===== config.mk =====
export PLATFORM = sky130hd
export DESIGN_NAME = password_door_lock_controller
export DESIGN_NICKNAME = d
export VERILOG_FILES = /design/src/hdl/pdl_pkg.sv /design/src/hdl/pdl_ram.sv /design/src/hdl/pdl_ctrl.sv /design/src/hdl/pdl_dp.sv /design/src/hdl/password_door_lock_controller.sv
export SDC_FILE = /design/constraint.sdc
export NUM_CORES = 1
export LEC_CHECK = 0
export ABC_AREA = 0
export BUFFER_PORTS_ARGS = -buffer_cell sky130_fd_sc_hd__buf_2
export CAP_MARGIN = 15
export CORE_UTILIZATION = 45
export DETAILED_ROUTE_END_ITERATION = 12
export GPL_ROUTABILITY_DRIVEN = 0
export GPL_TIMING_DRIVEN = 1
export HOLD_SLACK_MARGIN = 0.15
export PLACE_DENSITY_LB_ADDON = 0.15
export SETUP_SLACK_MARGIN = 0.05
export SYNTH_ARGS = -nofsm -noshare
export SYNTH_HDL_FRONTEND = slang
export SYNTH_SLANG_ARGS = --single-unit

===== constraint.sdc =====
create_clock -name i_clk -period 4.2 [get_ports i_clk]
set_clock_uncertainty 0.15 [all_clocks]
set_input_delay 0.42 -clock i_clk [delete_from_list [all_inputs] [get_ports i_clk]]
set_output_delay 0.42 -clock i_clk [all_outputs]
set_load 0.005 [all_outputs]

===== src/hdl/pdl_pkg.sv =====
`default_nettype none
package pdl_pkg;

    localparam int CODE_LENGTH_DEF = 8;

    localparam logic [7:0] KEY_TERM   = 8'd13;
    localparam logic [7:0] KEY_OPEN   = 8'h2B;
    localparam logic [7:0] KEY_CHANGE = 8'h2D;

    localparam logic [3:0] MOTOR_OPENING = 4'd12;
    localparam logic [3:0] MOTOR_CLOSING = 4'd6;

    localparam logic OP_KEY  = 1'b0;
    localparam logic OP_TICK = 1'b1;

    localparam logic [1:0] REPLY_REJECT   = 2'd0;
    localparam logic [1:0] REPLY_OK       = 2'd1;
    localparam logic [1:0] REPLY_LOCK_END = 2'd2;

    localparam int CFG_IDX_W = 1;
    localparam logic [CFG_IDX_W-1:0] CFG_MAX_WRONG = 1'd0;
    localparam logic [CFG_IDX_W-1:0] CFG_HOLD      = 1'd1;
    localparam int CFG_DATA_W = 8;

    localparam logic [3:0] MAX_WRONG_RST = 4'd2;
    localparam logic [7:0] HOLD_RST      = 8'd60;

    typedef struct packed {
        logic       opcode;
        logic [7:0] key_byte;
    } t_in;

    typedef struct packed {
        logic       reply_valid;
        logic [1:0] reply_code;
        logic [3:0] motor_pattern;
        logic       led_lit;
    } t_out;

    // controller -> datapath
    typedef struct packed {
        logic capture;  // take the input transfer
        logic exec;     // run one step (all but the code compare)
        logic cmp_rd;   // issue one compare read
        logic cmp_end;  // finish the compare and apply its outcome
        logic push;     // move the result into the output register
    } t_ctl_cmd;

    // datapath -> controller
    typedef struct packed {
        logic need_cmp;
        logic rd_last;
        logic out_free;
    } t_ctl_sts;

endpackage
`default_nettype wire


===== src/hdl/pdl_ram.sv =====
`default_nettype none
module pdl_ram #(
    parameter int WIDTH = 8,
    parameter int DEPTH = 8,
    localparam int ADDR_W = (DEPTH > 1) ? $clog2(DEPTH) : 1
) (
    input  wire logic              i_clk,
    input  wire logic              i_we,
    input  wire logic [ADDR_W-1:0] i_waddr,
    input  wire logic [WIDTH-1:0]  i_wdata,
    input  wire logic [ADDR_W-1:0] i_raddr,
    output logic      [WIDTH-1:0]  o_rdata
);

    logic [WIDTH-1:0] r_mem [DEPTH];
    logic [WIDTH-1:0] r_rdata;

    always_ff @(posedge i_clk) begin
        if (i_we) begin
            r_mem[i_waddr] <= i_wdata;
        end
        r_rdata <= r_mem[i_raddr];
    end

    assign o_rdata = r_rdata;

endmodule
`default_nettype wire


===== src/hdl/pdl_ctrl.sv =====
`default_nettype none
module pdl_ctrl
    import pdl_pkg::*;
(
    input  wire logic     i_clk,
    input  wire logic     i_rst_n,
    input  wire logic     i_in_valid,
    output logic          o_in_ready,
    input  wire t_ctl_sts i_sts,
    output t_ctl_cmd      o_cmd
);

    typedef enum logic [2:0] {
        S_IDLE,
        S_EXEC,
        S_CMP,
        S_END,
        S_PUSH
    } t_state;

    t_state r_state;

    always_ff @(posedge i_clk) begin
        if (!i_rst_n) begin
            r_state <= S_IDLE;
        end else begin
            case (r_state)
                S_IDLE: if (i_in_valid) r_state <= S_EXEC;
                S_EXEC: r_state <= i_sts.need_cmp ? S_CMP : S_PUSH;
                S_CMP:  if (i_sts.rd_last) r_state <= S_END;
                S_END:  r_state <= S_PUSH;
                S_PUSH: if (i_sts.out_free) r_state <= S_IDLE;
                default: r_state <= S_IDLE;
            endcase
        end
    end

    assign o_in_ready    = (r_state == S_IDLE);
    assign o_cmd.capture = (r_state == S_IDLE) && i_in_valid;
    assign o_cmd.exec    = (r_state == S_EXEC);
    assign o_cmd.cmp_rd  = (r_state == S_CMP);
    assign o_cmd.cmp_end = (r_state == S_END);
    assign o_cmd.push    = (r_state == S_PUSH);

endmodule
`default_nettype wire


===== src/hdl/pdl_dp.sv =====
`default_nettype none
module pdl_dp
    import pdl_pkg::*;
#(
    parameter int CODE_LENGTH = CODE_LENGTH_DEF
) (
    input  wire logic                  i_clk,
    input  wire logic                  i_rst_n,
    input  wire t_in                   i_in_data,
    input  wire logic                  i_cfg_we,
    input  wire logic [CFG_IDX_W-1:0]  i_cfg_idx,
    input  wire logic [CFG_DATA_W-1:0] i_cfg_data,
    output logic                       o_out_valid,
    input  wire logic                  i_out_ready,
    output t_out                       o_out_data,
    input  wire t_ctl_cmd              i_cmd,
    output t_ctl_sts                   o_sts
);

    localparam int POS_W  = $clog2(CODE_LENGTH + 1);
    localparam int ADDR_W = (CODE_LENGTH > 1) ? $clog2(CODE_LENGTH) : 1;
    localparam logic [POS_W-1:0]  POS_FULL = POS_W'(CODE_LENGTH);
    localparam logic [ADDR_W-1:0] LAST_IDX = ADDR_W'(CODE_LENGTH - 1);

    typedef enum logic [1:0] {
        M_SETUP,
        M_IDLE,
        M_CHANGE,
        M_OPEN
    } t_mode;

    // configuration
    logic [3:0] r_max_wrong;
    logic [7:0] r_hold;

    // captured item
    logic       r_op;
    logic [7:0] r_key;

    // lock state
    t_mode      r_mode,  n_mode;
    logic [POS_W-1:0] r_pos, n_pos;
    logic [3:0] r_wrong, n_wrong;
    logic       r_timer, n_timer;
    logic [7:0] r_tick,  n_tick;
    logic       r_door,  n_door;
    logic       r_led,   n_led;
    logic [3:0] r_motor, n_motor;
    logic       r_rv,    n_rv;
    logic [1:0] r_rc,    n_rc;

    // compare sweep
    logic [ADDR_W-1:0] r_rd_idx;
    logic              r_chk;
    logic              r_mism;

    // output register
    logic r_out_valid;
    t_out r_out;

    logic [7:0] stored_rd, entry_rd;
    logic       code_we, stored_we, entry_we;
    logic       pos_full, match;
    logic [7:0] tick_inc;
    logic [3:0] wrong_inc;

    // digits land in the entry RAM during an open attempt, otherwise in the
    // stored code (first setup and code change)
    assign pos_full  = (r_pos >= POS_FULL);
    assign code_we   = i_cmd.exec && (r_op == OP_KEY) && !r_timer && !pos_full
                       && (r_mode != M_IDLE);
    assign entry_we  = code_we && (r_mode == M_OPEN);
    assign stored_we = code_we && (r_mode != M_OPEN);

    pdl_ram #(.WIDTH(8), .DEPTH(CODE_LENGTH)) u_stored (
        .i_clk   (i_clk),
        .i_we    (stored_we),
        .i_waddr (r_pos[ADDR_W-1:0]),
        .i_wdata (r_key),
        .i_raddr (r_rd_idx),
        .o_rdata (stored_rd)
    );

    pdl_ram #(.WIDTH(8), .DEPTH(CODE_LENGTH)) u_entry (
        .i_clk   (i_clk),
        .i_we    (entry_we),
        .i_waddr (r_pos[ADDR_W-1:0]),
        .i_wdata (r_key),
        .i_raddr (r_rd_idx),
        .o_rdata (entry_rd)
    );

    assign match     = !r_mism && (stored_rd == entry_rd);
    assign tick_inc  = r_tick + 8'd1;
    assign wrong_inc = (r_wrong == 4'd15) ? r_wrong : r_wrong + 4'd1;

    assign o_sts.need_cmp = (r_op == OP_KEY) && !r_timer && r_mode == M_OPEN
                            && pos_full && (r_key == KEY_TERM);
    assign o_sts.rd_last  = (r_rd_idx == LAST_IDX);
    assign o_sts.out_free = !r_out_valid || i_out_ready;

    always_comb begin
        n_mode  = r_mode;
        n_pos   = r_pos;
        n_wrong = r_wrong;
        n_timer = r_timer;
        n_tick  = r_tick;
        n_door  = r_door;
        n_led   = r_led;
        n_motor = r_motor;
        n_rv    = r_rv;
        n_rc    = r_rc;
        if (i_cmd.exec) begin
            n_rv = 1'b0;
            n_rc = REPLY_REJECT;
            if (r_op == OP_TICK) begin
                if (r_timer) begin
                    if (!r_door) n_led = !r_led;
                    n_tick = tick_inc;
                    if (tick_inc == r_hold) begin
                        if (r_door) begin
                            n_motor = MOTOR_CLOSING;
                            n_door  = 1'b0;
                            n_rc    = REPLY_OK;
                        end else begin
                            n_led   = 1'b0;
                            n_wrong = 4'd0;
                            n_rc    = REPLY_LOCK_END;
                        end
                        n_rv    = 1'b1;
                        n_tick  = 8'd0;
                        n_timer = 1'b0;
                        n_mode  = M_IDLE;
                        n_pos   = '0;
                    end
                end
            end else if (!r_timer) begin
                if (r_mode == M_IDLE) begin
                    if (r_key == KEY_CHANGE) begin
                        n_mode = M_CHANGE;
                        n_pos  = '0;
                    end else if (r_key == KEY_OPEN) begin
                        n_mode = M_OPEN;
                        n_pos  = '0;
                    end
                end else if (!pos_full) begin
                    n_pos = r_pos + POS_W'(1);
                end else if (r_key == KEY_TERM && r_mode != M_OPEN) begin
                    // setup or change finished
                    n_mode = M_IDLE;
                    n_pos  = '0;
                    n_rv   = 1'b1;
                    n_rc   = REPLY_OK;
                end
            end
        end else if (i_cmd.cmp_end) begin
            if (match) begin
                n_wrong = 4'd0;
                n_motor = MOTOR_OPENING;
                n_door  = 1'b1;
                n_timer = 1'b1;
                n_tick  = 8'd0;
                n_mode  = M_IDLE;
                n_pos   = '0;
                n_rv    = 1'b1;
                n_rc    = REPLY_OK;
            end else begin
                n_wrong = wrong_inc;
                n_pos   = '0;
                if (wrong_inc >= r_max_wrong) begin
                    // lockout: silent, LED starts dark
                    n_tick  = 8'd0;
                    n_timer = 1'b1;
                    n_led   = 1'b0;
                    n_mode  = M_IDLE;
                end else begin
                    n_rv = 1'b1;
                    n_rc = REPLY_REJECT;
                end
            end
        end
    end

    always_ff @(posedge i_clk) begin
        if (!i_rst_n) begin
            r_max_wrong <= MAX_WRONG_RST;
            r_hold      <= HOLD_RST;
            r_mode      <= M_SETUP;
            r_pos       <= '0;
            r_wrong     <= 4'd0;
            r_timer     <= 1'b0;
            r_tick      <= 8'd0;
            r_door      <= 1'b0;
            r_led       <= 1'b0;
            r_motor     <= 4'd0;
            r_rv        <= 1'b0;
            r_rc        <= REPLY_REJECT;
            r_chk       <= 1'b0;
            r_mism      <= 1'b0;
            r_rd_idx    <= '0;
            r_out_valid <= 1'b0;
        end else begin
            if (i_cfg_we) begin
                case (i_cfg_idx)
                    CFG_MAX_WRONG: r_max_wrong <= i_cfg_data[3:0];
                    CFG_HOLD:      r_hold      <= i_cfg_data;
                    default: ;
                endcase
            end
            r_mode  <= n_mode;
            r_pos   <= n_pos;
            r_wrong <= n_wrong;
            r_timer <= n_timer;
            r_tick  <= n_tick;
            r_door  <= n_door;
            r_led   <= n_led;
            r_motor <= n_motor;
            r_rv    <= n_rv;
            r_rc    <= n_rc;

            r_chk <= i_cmd.cmp_rd;
            if (i_cmd.exec) begin
                r_rd_idx <= '0;
                r_mism   <= 1'b0;
            end else begin
                if (i_cmd.cmp_rd && r_rd_idx != LAST_IDX) r_rd_idx <= r_rd_idx + ADDR_W'(1);
                if (r_chk && stored_rd != entry_rd) r_mism <= 1'b1;
            end

            if (i_cmd.push && o_sts.out_free) begin
                r_out_valid <= 1'b1;
            end else if (i_out_ready) begin
                r_out_valid <= 1'b0;
            end
        end
    end

    always_ff @(posedge i_clk) begin
        if (i_cmd.capture) begin
            r_op  <= i_in_data.opcode;
            r_key <= i_in_data.key_byte;
        end
        if (i_cmd.push && o_sts.out_free) begin
            r_out.reply_valid   <= r_rv;
            r_out.reply_code    <= r_rc;
            r_out.motor_pattern <= r_motor;
            r_out.led_lit       <= r_led;
        end
    end

    assign o_out_valid = r_out_valid;
    assign o_out_data  = r_out;

endmodule
`default_nettype wire


===== src/hdl/password_door_lock_controller.sv =====
`default_nettype none
// Combination lock controller. Each input transfer carries a key byte
// (opcode 0) or a one-second tick (opcode 1) and yields exactly one result
// transfer: reply flag and code (0 reject, 1 accepted / code stored / door
// closed, 2 lockout over), the held motor pattern and the LED level. After
// reset the first CODE_LENGTH bytes plus CR (13) set the code; then '-'
// changes it and '+' starts an open attempt. A stray byte instead of CR is
// dropped. An item is captured, stepped and then pushed to the output
// register; a CR that ends an open attempt adds, between step and push,
// the byte-per-cycle compare sweep over the two code RAMs and a finishing
// step. The push waits while the output register holds an unread result.
// One item is in work at a time; the next is taken while the last result
// waits in the output register. Config (index 0 max wrong tries, index 1
// hold seconds) is written through a plain write port; the user must write it
// only while the block is idle, which the block itself does not enforce.
module password_door_lock_controller
    import pdl_pkg::*;
#(
    parameter int CODE_LENGTH = CODE_LENGTH_DEF
) (
    input  wire logic                  i_clk,
    input  wire logic                  i_rst_n,
    // item in
    input  wire logic                  i_in_valid,
    output logic                       o_in_ready,
    input  wire t_in                   i_in_data,
    // result out
    output logic                       o_out_valid,
    input  wire logic                  i_out_ready,
    output t_out                       o_out_data,
    // config writes
    input  wire logic                  i_cfg_we,
    input  wire logic [CFG_IDX_W-1:0]  i_cfg_idx,
    input  wire logic [CFG_DATA_W-1:0] i_cfg_data
);

    t_ctl_cmd cmd;
    t_ctl_sts sts;

    // sequencer: capture, step, compare sweep, result push
    pdl_ctrl u_ctrl (
        .i_clk      (i_clk),
        .i_rst_n    (i_rst_n),
        .i_in_valid (i_in_valid),
        .o_in_ready (o_in_ready),
        .i_sts      (sts),
        .o_cmd      (cmd)
    );

    // lock state, code memories, timer, output register
    pdl_dp #(.CODE_LENGTH(CODE_LENGTH)) u_dp (
        .i_clk       (i_clk),
        .i_rst_n     (i_rst_n),
        .i_in_data   (i_in_data),
        .i_cfg_we    (i_cfg_we),
        .i_cfg_idx   (i_cfg_idx),
        .i_cfg_data  (i_cfg_data),
        .o_out_valid (o_out_valid),
        .i_out_ready (i_out_ready),
        .o_out_data  (o_out_data),
        .i_cmd       (cmd),
        .o_sts       (sts)
    );

endmodule
`default_nettype wire

======== Yosys cells after proc, flatten, opt, wreduce, memory -nomap -nowiden ========
Memories as Yosys holds them, arrays and structs flattened. A register that Yosys moved wholly into a read port is not among the register bits.
Index checks and enable logic that the tools add are counted.
operators by class
  add/sub/neg operators ................... 4
  $lt $le $gt $ge ......................... 2
  eq/ne operators ......................... 34
  muxes and demuxes ....................... 102
  bitwise operators ....................... 3
  reductions and logical operators ........ 41
operators by type and width
  kind                                           count
  two-way mux 4 bit                              26
  two-way mux 8 bit                              7
  two-way mux 2 bit                              24
  two-way mux 1 bit                              40
  inequality test 2 bit, second input constant   9
  == test 8 x 6 -> 1 bit, second input constant  2
  == test 8 bit                                  2
  logical AND 1 bit                              16
  one-hot mux 3 bit (5 select lines)             1
  AND reduction 5 bit                            3
  two-way mux 3 bit                              4
  inequality test 3 bit, second input constant   4
  AND reduction 6 bit                            2
  inequality test 5 bit, second input constant   2
  adder 4 x 1 -> 4 bit, second input constant    2
  adder 8 x 1 -> 8 bit, second input constant    1
  == test 8 x 4 -> 1 bit, second input constant  1
  inequality test 4 bit, second input constant   2
  inequality test 8 bit                          1
  AND reduction 8 bit                            1
  nonzero test 2 bit                             4
  == test 3 x 2 -> 1 bit, second input constant  2
  == test 3 bit, second input constant           2
  AND reduction 2 bit                            3
  17 further kinds                               25
storage, ports and cells
  register bits after elaboration ......... 66
  RAM bits ................................ 128
  input bits .............................. 23
  output and inout bits ................... 10
  logic and storage cells ................. 211
  memories kept ........................... 2
memory list
  name                 words  bits a word  rd ports  clocked after memory_dff  write ports  line           source
  u_dp.u_entry.r_mem   8      8            1         1                         1            pdl_ram.sv:15  logic [WIDTH-1:0] r_mem [DEPTH];
  u_dp.u_stored.r_mem  8      8            1         1                         1            pdl_ram.sv:15

======== Depth between registers and ports, before layout ========
Gate-level depths: netlist of the first run.
  depth after elaboration ................. 8
  mapped depth ............................ 11

======== Cells and area by module ========
A second synthesis of the first run with hierarchy kept.
second synthesis, totals
  cell total of the unflattened synthesis .. 610
  area, all modules ....................... 8821.0 um^2
by module, submodules not included
  module    times used  cells an instance  area each (um^2)  sequential area each (um^2)
  pdl_ram   2           114                2691.3            2082.0
  pdl_dp    1           355                3231.8            1381.3
  pdl_ctrl  1           27                 206.4             60.1

======== Least setup slack after synthesis of the first run ========
No wires, ideal clock.
  kind .................................... reg-to-reg
  start ................................... register u_ctrl.r_state[0]
  end ..................................... memory u_dp.u_stored.r_mem[0][0] (enable)
  arrival time ............................ 2.291 ns
  slack ................................... 1.376 ns
  stages on the path, launching flop included .. 6
  path buffers ............................ 1
  clock period less this slack ............ 2.824 ns
  path through ............................ dfxtp_1 -> buf_4 -> or3b_2 -> or3_1 -> or3_1 -> nor3_1
between the ends
  word-level cells in the longest chain between the ends .. 8
ends and longest elaborated chain
  element                                  line            source
  from (decl)                              pdl_ctrl.sv:21  t_state r_state;
  from (signal assigned)                   pdl_ctrl.sv:29  S_EXEC: r_state <= i_sts.need_cmp ? S_CMP : S_PUSH;
  == test 3 x 1 -> 1 bit                   pdl_ctrl.sv:40  assign o_cmd.exec = (r_state == S_EXEC);
  logical AND 1 bit (3 in a row)           pdl_dp.sv:70    assign code_we = i_cmd.exec && (r_op == OP_KEY) && !r_timer && !pos_full
  logical AND 1 bit                        pdl_dp.sv:71    && (r_mode != M_IDLE);
  logical AND 1 bit                        pdl_dp.sv:73    assign stored_we = code_we && (r_mode != M_OPEN);
  two-way mux 1 bit                        pdl_ram.sv:19   if (i_we) begin
  two-way mux 1 bit (implied by the code)  pdl_ram.sv:20   r_mem[i_waddr] <= i_wdata;
  to (decl)                                pdl_ram.sv:15
No other way between the ends.

======== Final worst setup path of the first run ========
  start ................................... register u_ctrl.r_state[0]
  end ..................................... memory u_dp.u_stored.r_mem[2][7] (enable)
The elaborated chain is that of the path after synthesis.

==> metrics.md, run 1 <==
| Metric | Value |
|---|---|
| Power, Total | roughly 4.3 mW |
| # rows | 50 |
| P_leak | between 3 and 4 nW |
| Yosys top cell by area | edfxtp_1 |
| Post-DR vias/cell | about 5.6 |
| TNS Setup | 0 ns |
| Share of post-route cells with drive strength above 1 | 21.3% |
| Syn Std Cell Area | roughly 8700 um2 |
| 1st-iter DRT viols | about 380 |
| Ant diodes | 0 |
| Residual DRC | 0 |
| Total number of vias | between 5000 and 6000 |
| Worst slack at placement | between 1 and 1.5 ns |
| Worst Setup Start Kind | flip-flop |
| Die area | slightly below 20000 um2 |
| Logic gate share of total power | between 2 and 3% |
| Worst endpoint required time | around 4.2 ns |
| Pin count of the biggest net entering global routing | 35 |
| Core Util, Final | a little over half |
| PortBufs | 31 |
| Post-synth EDFFs | 144 |
| Critical Path AT | about 3.1 ns |
| RSZ-0062 raised after global routing | no |
| Clk pwr share | 45.3% |
| Worst setup EP type | flip-flop |
| CTS max path bufs | 3 |
| Ports | 33 |
| Fin. Hold Viols | 0 |
| Area share of the largest cell type after synthesis | between 40 and 50% |
| # clock sinks | 208 |
| Total CTS buffers | 22 |
| Outcome | completed |
| CTS tree | yes |
| Net Switching | between 0.8 and 0.9 mW |
| Worst VDD drop | 324 uV |
| # fillers | around 1600 |
| All-Layer GR Usage | 19.1% |
| Mean post-synth cell area | about 14 um2 |
| Clock root cell | clkbuf_16 |
| Max-Cap Viols | 0 |
| Mapped Cells | roughly 610 |
| Fin Hold WS | between 0.15 and 0.2 ns |
| Skew-Pair Late Insertion Delay | a little over 0.5 ns |
| Final min period | around 3.2 ns |
| DRT Pass-1 Iters | 5 |
| Post-Place Cell Area | 9020 um2 |
| Post-route worst setup slack | slightly above 1 ns |
| Layout Area Growth over Synthesis | 15.2% |
| Sequential area share after synthesis | between 60% and 70% |
| Vias in the first global route | ~5200 |
| Placed instance count | ~850 |
| Yosys reg bits | about 210 |
| Drt total wl | roughly 18 mm |
| WS Path Type | flip-flop to flip-flop |
| Tightest Hold Check Type | input pin to flip-flop |
| Cell variety after synth | roughly 70 |
| Die Span Y | 141 um |
| Ys Warns | 0 |
| Post-CTS sizing | 0 |
| FMAX | roughly 320 MHz |
| Tightest Pin Transition | 0.984 ns |
| Initial antenna violation count | 0 |
| Sw Ratio | between 20% and 30% |
| Post-route non-filler standard cell count | 911 |
| Top cells by area, synth | edfxtp_1 (50%), dfxtp_1 (15%), mux4_2 (8.3%) |
| Die width | between 100 and 150 um |
| Ys flop type | edfxtp_1 |
| Async SR Flop Fraction | 0% |
| # nets final | between 600 and 700 |
| Endpoints failing setup | 0 |
| Sequential share of power | ~52% |
| GRT overflow | 0 |
| Final Cell Area | 9970 um2 |
| CP max FO | 12 |
| Wirelength per Cell | roughly 20 um |
| Area of the core | 18800 um2 |
| First-pass GRT wire length | ~29 mm |
| Syn_nets | approximately 650 |
| CTS H-Tree Depth | 1 |
| Final period utilization | 75.4% |
| Internal cell power | roughly 3.5 mW |
| Final HPWL DP | between 10 and 15 mm |
| Antenna viol nets, final | 0 |
| Max-slew violation count | 0 |
| Initial core utilization | 46.1% |
| Pwr dens | between 400 and 500 nW/um2 |
| Clock transition at the registers of the reported paths | about 0.060 ns |
| Slew margin rel. | about a third |
## cell usage in the layout, fill, tap and decap left out, types with 8 or more instances in the layout
cell type | netlist | final
a21oi_1 | 27 | 27
buf_2 | 2 | 31
buf_4 | 4 | 10
clkbuf_16 | 0 | 22
dfxtp_1 | 64 | 63
dlygate4sd3_1 | 0 | 20
edfxtp_1 | 144 | 144
ha_1 | 11 | 11
inv_1 | 13 | 13
mux2_2 | 18 | 18
mux4_2 | 32 | 32
nand2_1 | 43 | 43
nand2b_1 | 8 | 8
nand3_1 | 18 | 18
nand4_1 | 10 | 10
nor2_1 | 41 | 41
nor3_1 | 17 | 17
o21ai_0 | 11 | 11
xnor2_1 | 15 | 15
## metal layers
layer  up-vias  wire length, um  track usage (%)
met5         -                0                0
met4         0              262             4.98
met3        18              733             2.79
met2       109             8850             31.5
met1      2569             8330             26.7
li1       2440                -                -
## worst max-delay path: stages (launching register included)
cell and delay (ns):
dfxtp_1 0.49, or3b_2 0.63, or3_1 0.49, or3_1 0.40
nor2_1 0.63
## synthesized netlist by cell type, types with 5 or more instances
master,count
edfxtp_1,144
dfxtp_1,64
nand2_1,43
nor2_1,41
mux4_2,32
a21oi_1,27
clkbuf_1,26
mux2_2,18
nand3_1,18
nor3_1,17
xnor2_1,15
inv_1,13
ha_1,11
o21ai_0,11
nand4_1,10
nand2b_1,8
a31oi_1,7
mux2i_1,7
nor4_1,6
or3_1,6
nor2b_1,5
## worst paths after layout
path                                                   to  cells after the start              start  slack [ns]
worst min-delay path                  u_dp.r_max_wrong[1]                      3          i_cfg_idx        0.17
worst max register to register  u_dp.u_stored.r_mem[2][7]                      4  u_ctrl.r_state[0]        1.03
worst min register to register         u_dp.o_out_data[4]                      0    u_dp.r_motor[3]        0.29
worst max-delay path            u_dp.u_stored.r_mem[2][7]                      4  u_ctrl.r_state[0]        1.03
## final cells by class
| type | instances | area (um2) | share of cell area, % |
|---|---|---|---|
| flip-flops and latches | 208 | 5610 | 56.2 |
| clock buffers | 26 | 586 | 5.87 |
| inverters | 14 | 52.6 | 0.527 |
| multi-input cells | 354 | 2840 | 28.5 |
| well taps | 234 | 293 | 2.94 |
| clock inverters | 14 | 159 | 1.59 |
| repair buffers | 61 | 430 | 4.32 |
## power groups by stage
stage          registers (mW)  clock network, mW  logic [mW]
5_1_grt                  2.27               2.09       0.130
2_1_floorplan            2.28                  0      0.0742
3_3_place_gp             2.30                  0      0.0990
6_report                 2.26               1.97       0.117
4_1_cts                  2.26               2.00       0.117
3_5_place_dp             2.31                  0       0.102
## cells by family after synthesis
group / Yosys count / synth area share [%]
AOI/OAI and AO/OA: 85 / 6.89
and+or+nand+nor: 181 / 10.9
xor gates and xnor gates: 19 / 1.92
other: 1 / 0.0433
adders and majority gates: 11 / 1.59
DFF: 208 / 64.7
buffers and inverters: 49 / 2.41
muxes: 57 / 11.5
## state kept, by name, indices dropped and copies added, names as in the netlist, 4 cells and up
name                   flops
u_dp.o_out_data            7
u_dp.r_hold                8
u_dp.r_key                 8
u_dp.r_max_wrong           4
u_dp.r_pos                 4
u_dp.r_tick                8
u_dp.r_wrong               4
u_dp.u_entry.o_rdata       8
u_dp.u_entry.r_mem        64
u_dp.u_stored.o_rdata      8
u_dp.u_stored.r_mem       64
## what timing repair did
item | CTS | global route
setup buffers | 0 | 0
hold buffers | 20 | 0
hold endpoints to repair | 23 | 0
endpoints found under the setup margin | 0 | 0
Note: power is estimated with default switching activity, not from simulation.
==> run 2, diff against run 1 <==
- ABC_AREA: 0 -> 1
- clock period: 4.2 -> 3.1 ns (I/O delays scaled with it)
==> run 2 against run 1 <==
- register-to-register slack worse by 0.65 ns
- hold slack gained 0.11 ns
- synthesized area up 1.4%
- critical endpoint is now u_dp.r_tick[5]
- sequential power grew 35%
- synthesized cell count is 42% higher
- global-route usage up 0.95 points
==> metrics.md, run 2 <==
| Metric | Value |
|---|---|
| Outcome | completed |
| # nets final | between 900 and 1000 |
| Mean post-synth cell area | just over 10 um2 |
| Final HPWL DP | ~12 mm |
| Area share of the largest cell type after synthesis | between 40% and 50% |
| DRT Pass-1 Iters | 5 |
| CP startpoint | u_dp.r_wrong[0] |
| Final period utilization | approximately 90% |
| Ys flop type | edfxtp_1 |
| Post-synth EDFFs | around 140 |
| Residual DRC | 0 |
| CTS tree | yes |
| Critical Path AT | ~3 ns |
| WS Path Type | flip-flop to flip-flop |
| Ant diodes | 0 |
| Most frequent cells in the layout | nor2_1 (194), edfxtp_1 (144), nand2_1 (105) |
| Share of post-route cells with drive strength above 1 | a little over an eighth |
| 1st-iter DRT viols | between 400 and 500 |
| Ys Warns | 0 |
| Ports | 33 |
| First-pass GRT wire length | ~31 mm |
| Initial core utilization | between 40 and 50% |
| CTS max path bufs | 3 |
| Top cells by area, synth | edfxtp_1 (49%), dfxtp_1 (15%), nor2_1 (8.3%) |
| Worst VDD drop | between 500 and 600 uV |
| Post-CTS sizing | 0 |
| Commonest non-fill, non-tap cell in the layout | nor2_1 |
| Tightest Pin Transition | between 0.8 and 0.9 ns |
| Total number of vias | about 6200 |
| Crit path to | u_dp.r_tick[5] |
| Power, Total | around 6.0 mW |
| Biggest regs | u_dp.u_entry.r_mem: 64 flops, u_dp.u_stored.r_mem: 64 flops |
| Mapped Cells | 866 |
| Total CTS buffers | 23 |
| Levels on crit path | 17 |
| Worst r2r dst | u_dp.r_tick[5] |
| CTS H-Tree Depth | 1 |
| Slew margin rel. | between 40% and 50% |
| Layout Area Growth over Synthesis | 19.0% |
| Commonest cells in the netlist | nor2_1 (194), edfxtp_1 (144), nand2_1 (105) |
| Syn_nets | 900 |
| Logic gate share of total power | under 10% |
| Reg-to-Reg Start | u_dp.r_wrong[0] |
| Yosys reg bits | roughly 210 |
| Max-Cap Viols | 0 |
| Crit-path slowest cell | dfxtp_1 |
| Max-slew violation count | 0 |
| Buf/Inv on CP | 2 |
| Syn Std Cell Area | a little under 9000 um2 |
| Internal cell power | about 4.8 mW |
| Sw Ratio | between 20% and 30% |
| Cell variety after synth | 42 |
| Pwr dens | between 500 and 600 nW/um2 |
| Skew-Pair Late Insertion Delay | between 0.5 and 0.6 ns |
| Top cell family by delay on the critical path | simple AND/OR/NAND/NOR gates |
| Antenna viol nets, final | 0 |
| Pin count of the biggest net entering global routing | 67 |
| Clock transition at the registers of the reported paths | ~0.060 ns |
| Async SR Flop Fraction | 0% |
| # clock sinks | approximately 210 |
| Endpoints failing setup | 0 |
| All-Layer GR Usage | about 20% |
| Final Cell Area | ~10000 um2 |
| Worst Setup Start Kind | flip-flop |
| Final min period | ~2.7 ns |
| Yosys top cell by area | edfxtp_1 |
| Area of the core | 18900 um2 |
| Worst endpoint required time | roughly 3.4 ns |
| Sequential area share after synthesis | 63.9% |
| Drt total wl | 19.6 mm |
| # rows | 50 |
| Post-Place Cell Area | 9360 um2 |
| Reg-to-reg slack, setup | 0.38 ns |
| PortBufs | 31 |
| Post-DR vias/cell | a little over 5 |
| P_leak | around 3.9 nW |
| # fillers | between 1500 and 2000 |
| FF-to-FF path depth | 17 |
| GRT overflow | 0 |
| Vias in the first global route | 5900 |
| RSZ-0062 raised after global routing | no |
| TNS Setup | 0 ns |
| FMAX | between 300 and 400 MHz |
| Die Span Y | approximately 140 um |
| Initial antenna violation count | 0 |
| Critical path's largest stage delay | around 0.35 ns |
| Net Switching | 1.25 mW |
| Die width | between 100 and 150 um |
| CP Cell Sequence | ha_1 > nand2_1 > inv_1 > nand2_1 > nand2_1 > o21ai_0 > ha_1 > inv_1 > nor2_1 > o21ai_0 > nand3_1 > nor2_1 > o21ai_2 > o2111ai_4 > nor2_4 > nand2_1 > a21oi_1 |
| Fin Hold WS | approximately 0.28 ns |
| Worst setup EP type | flip-flop |
| Top-count cell post-synth | nor2_1 |
| Sequential share of power | roughly half |
| Most used cell, CP | nand2_1 |
| CP max FO | 9 |
| Fin. Hold Viols | 0 |
| Tightest Hold Check Type | flip-flop to flip-flop |
| Post-CTS Setup Inserts | 0 |
| Wirelength per Cell | 16.0 um |
| Die area | ~20000 um2 |
| Clk pwr share | between 40% and 50% |
| Clock root cell | clkbuf_16 |
## run 2: worst min-delay path by stage
stage / cells past startpoint / from / endpoint / slack, ns
3_3_place_gp: 0 / u_dp.r_motor[2] / u_dp.o_out_data[3] / 0.26
5_1_grt: 0 / u_dp.r_motor[2] / u_dp.o_out_data[3] / 0.29
2_1_floorplan: 0 / u_dp.r_rc[0] / u_dp.o_out_data[5] / 0.25
4_1_cts: 0 / u_dp.r_motor[2] / u_dp.o_out_data[3] / 0.29
3_5_place_dp: 0 / u_dp.r_rv / u_dp.o_out_data[7] / 0.27
6_report: 0 / u_dp.r_motor[2] / u_dp.o_out_data[3] / 0.28
## run 2: timing repair
| item | 4_1_cts | 5_1_grt |
|---|---|---|
| endpoints found under the hold margin | 33 | 0 |
| hold buffers | 32 | 0 |
| endpoints found under the setup margin | 0 | 0 |
## run 2: cells by family after synthesis
logic type,share of synthesized area [%]
simple gates,19.1
xor+xnor,0.599
compound gates,10.3
flops,63.9
other cells,0.0427
buf+inv,4.48
fa+ha+maj,1.57
## run 2: power groups by stage
stage / registers (mW) / clock network, mW / logic, mW
finish: 3.06 / 2.74 / 0.235
global route: 3.06 / 2.91 / 0.261
CTS: 3.06 / 2.80 / 0.234
detailed placement: 3.11 / 0 / 0.201
global placement: 3.11 / 0 / 0.200
floorplan: 3.10 / 0 / 0.125
## run 2: metrics by stage
step                util (%)  cells  setup slack (ns)
finish                  55.3   1230             0.378
global route            55.3   1230            0.0868
CTS                     55.3   1230             0.381
detailed placement      49.5   1156             0.417
global placement        49.5   1156             0.564
floorplan                  -    866             0.783
## run 2: metal layers
| metal | GRT usage (%) | up-vias | share of wire [%] |
|---|---|---|---|
| li1 | - | 3133 | - |
| met4 | 6.00 | 0 | 1.9 |
| met1 | 28.8 | 2943 | 49 |
| met2 | 31.7 | 142 | 45 |
| met5 | 0 | - | 0 |
| met3 | 2.80 | 30 | 4.5 |
## run 2: final cells by class
| type | instances | area [um2] | area share (%) |
|---|---|---|---|
| clock inverter | 11 | 135 | 1.29 |
| clock buffer | 31 | 627 | 6.00 |
| sequential | 208 | 5610 | 53.7 |
| multi-input combinational | 557 | 2780 | 26.6 |
| tap | 260 | 325 | 3.12 |
| inverter | 71 | 267 | 2.55 |
| timing repair buffer | 92 | 706 | 6.76 |
## run 2: worst reg2reg max path, stage by stage, from the launching register on
cell	delay (ns)
dfxtp_1	0.35
ha_1	0.17
nand2_1	0.05
inv_1	0.07
nand2_1	0.10
nand2_1	0.07
o21ai_0	0.11
ha_1	0.34
inv_1	0.04
nor2_1	0.07
o21ai_0	0.08
nand3_1	0.11
nor2_1	0.07
o21ai_2	0.11
o2111ai_4	0.24
nor2_4	0.26
nand2_1	0.08
a21oi_1	0.14
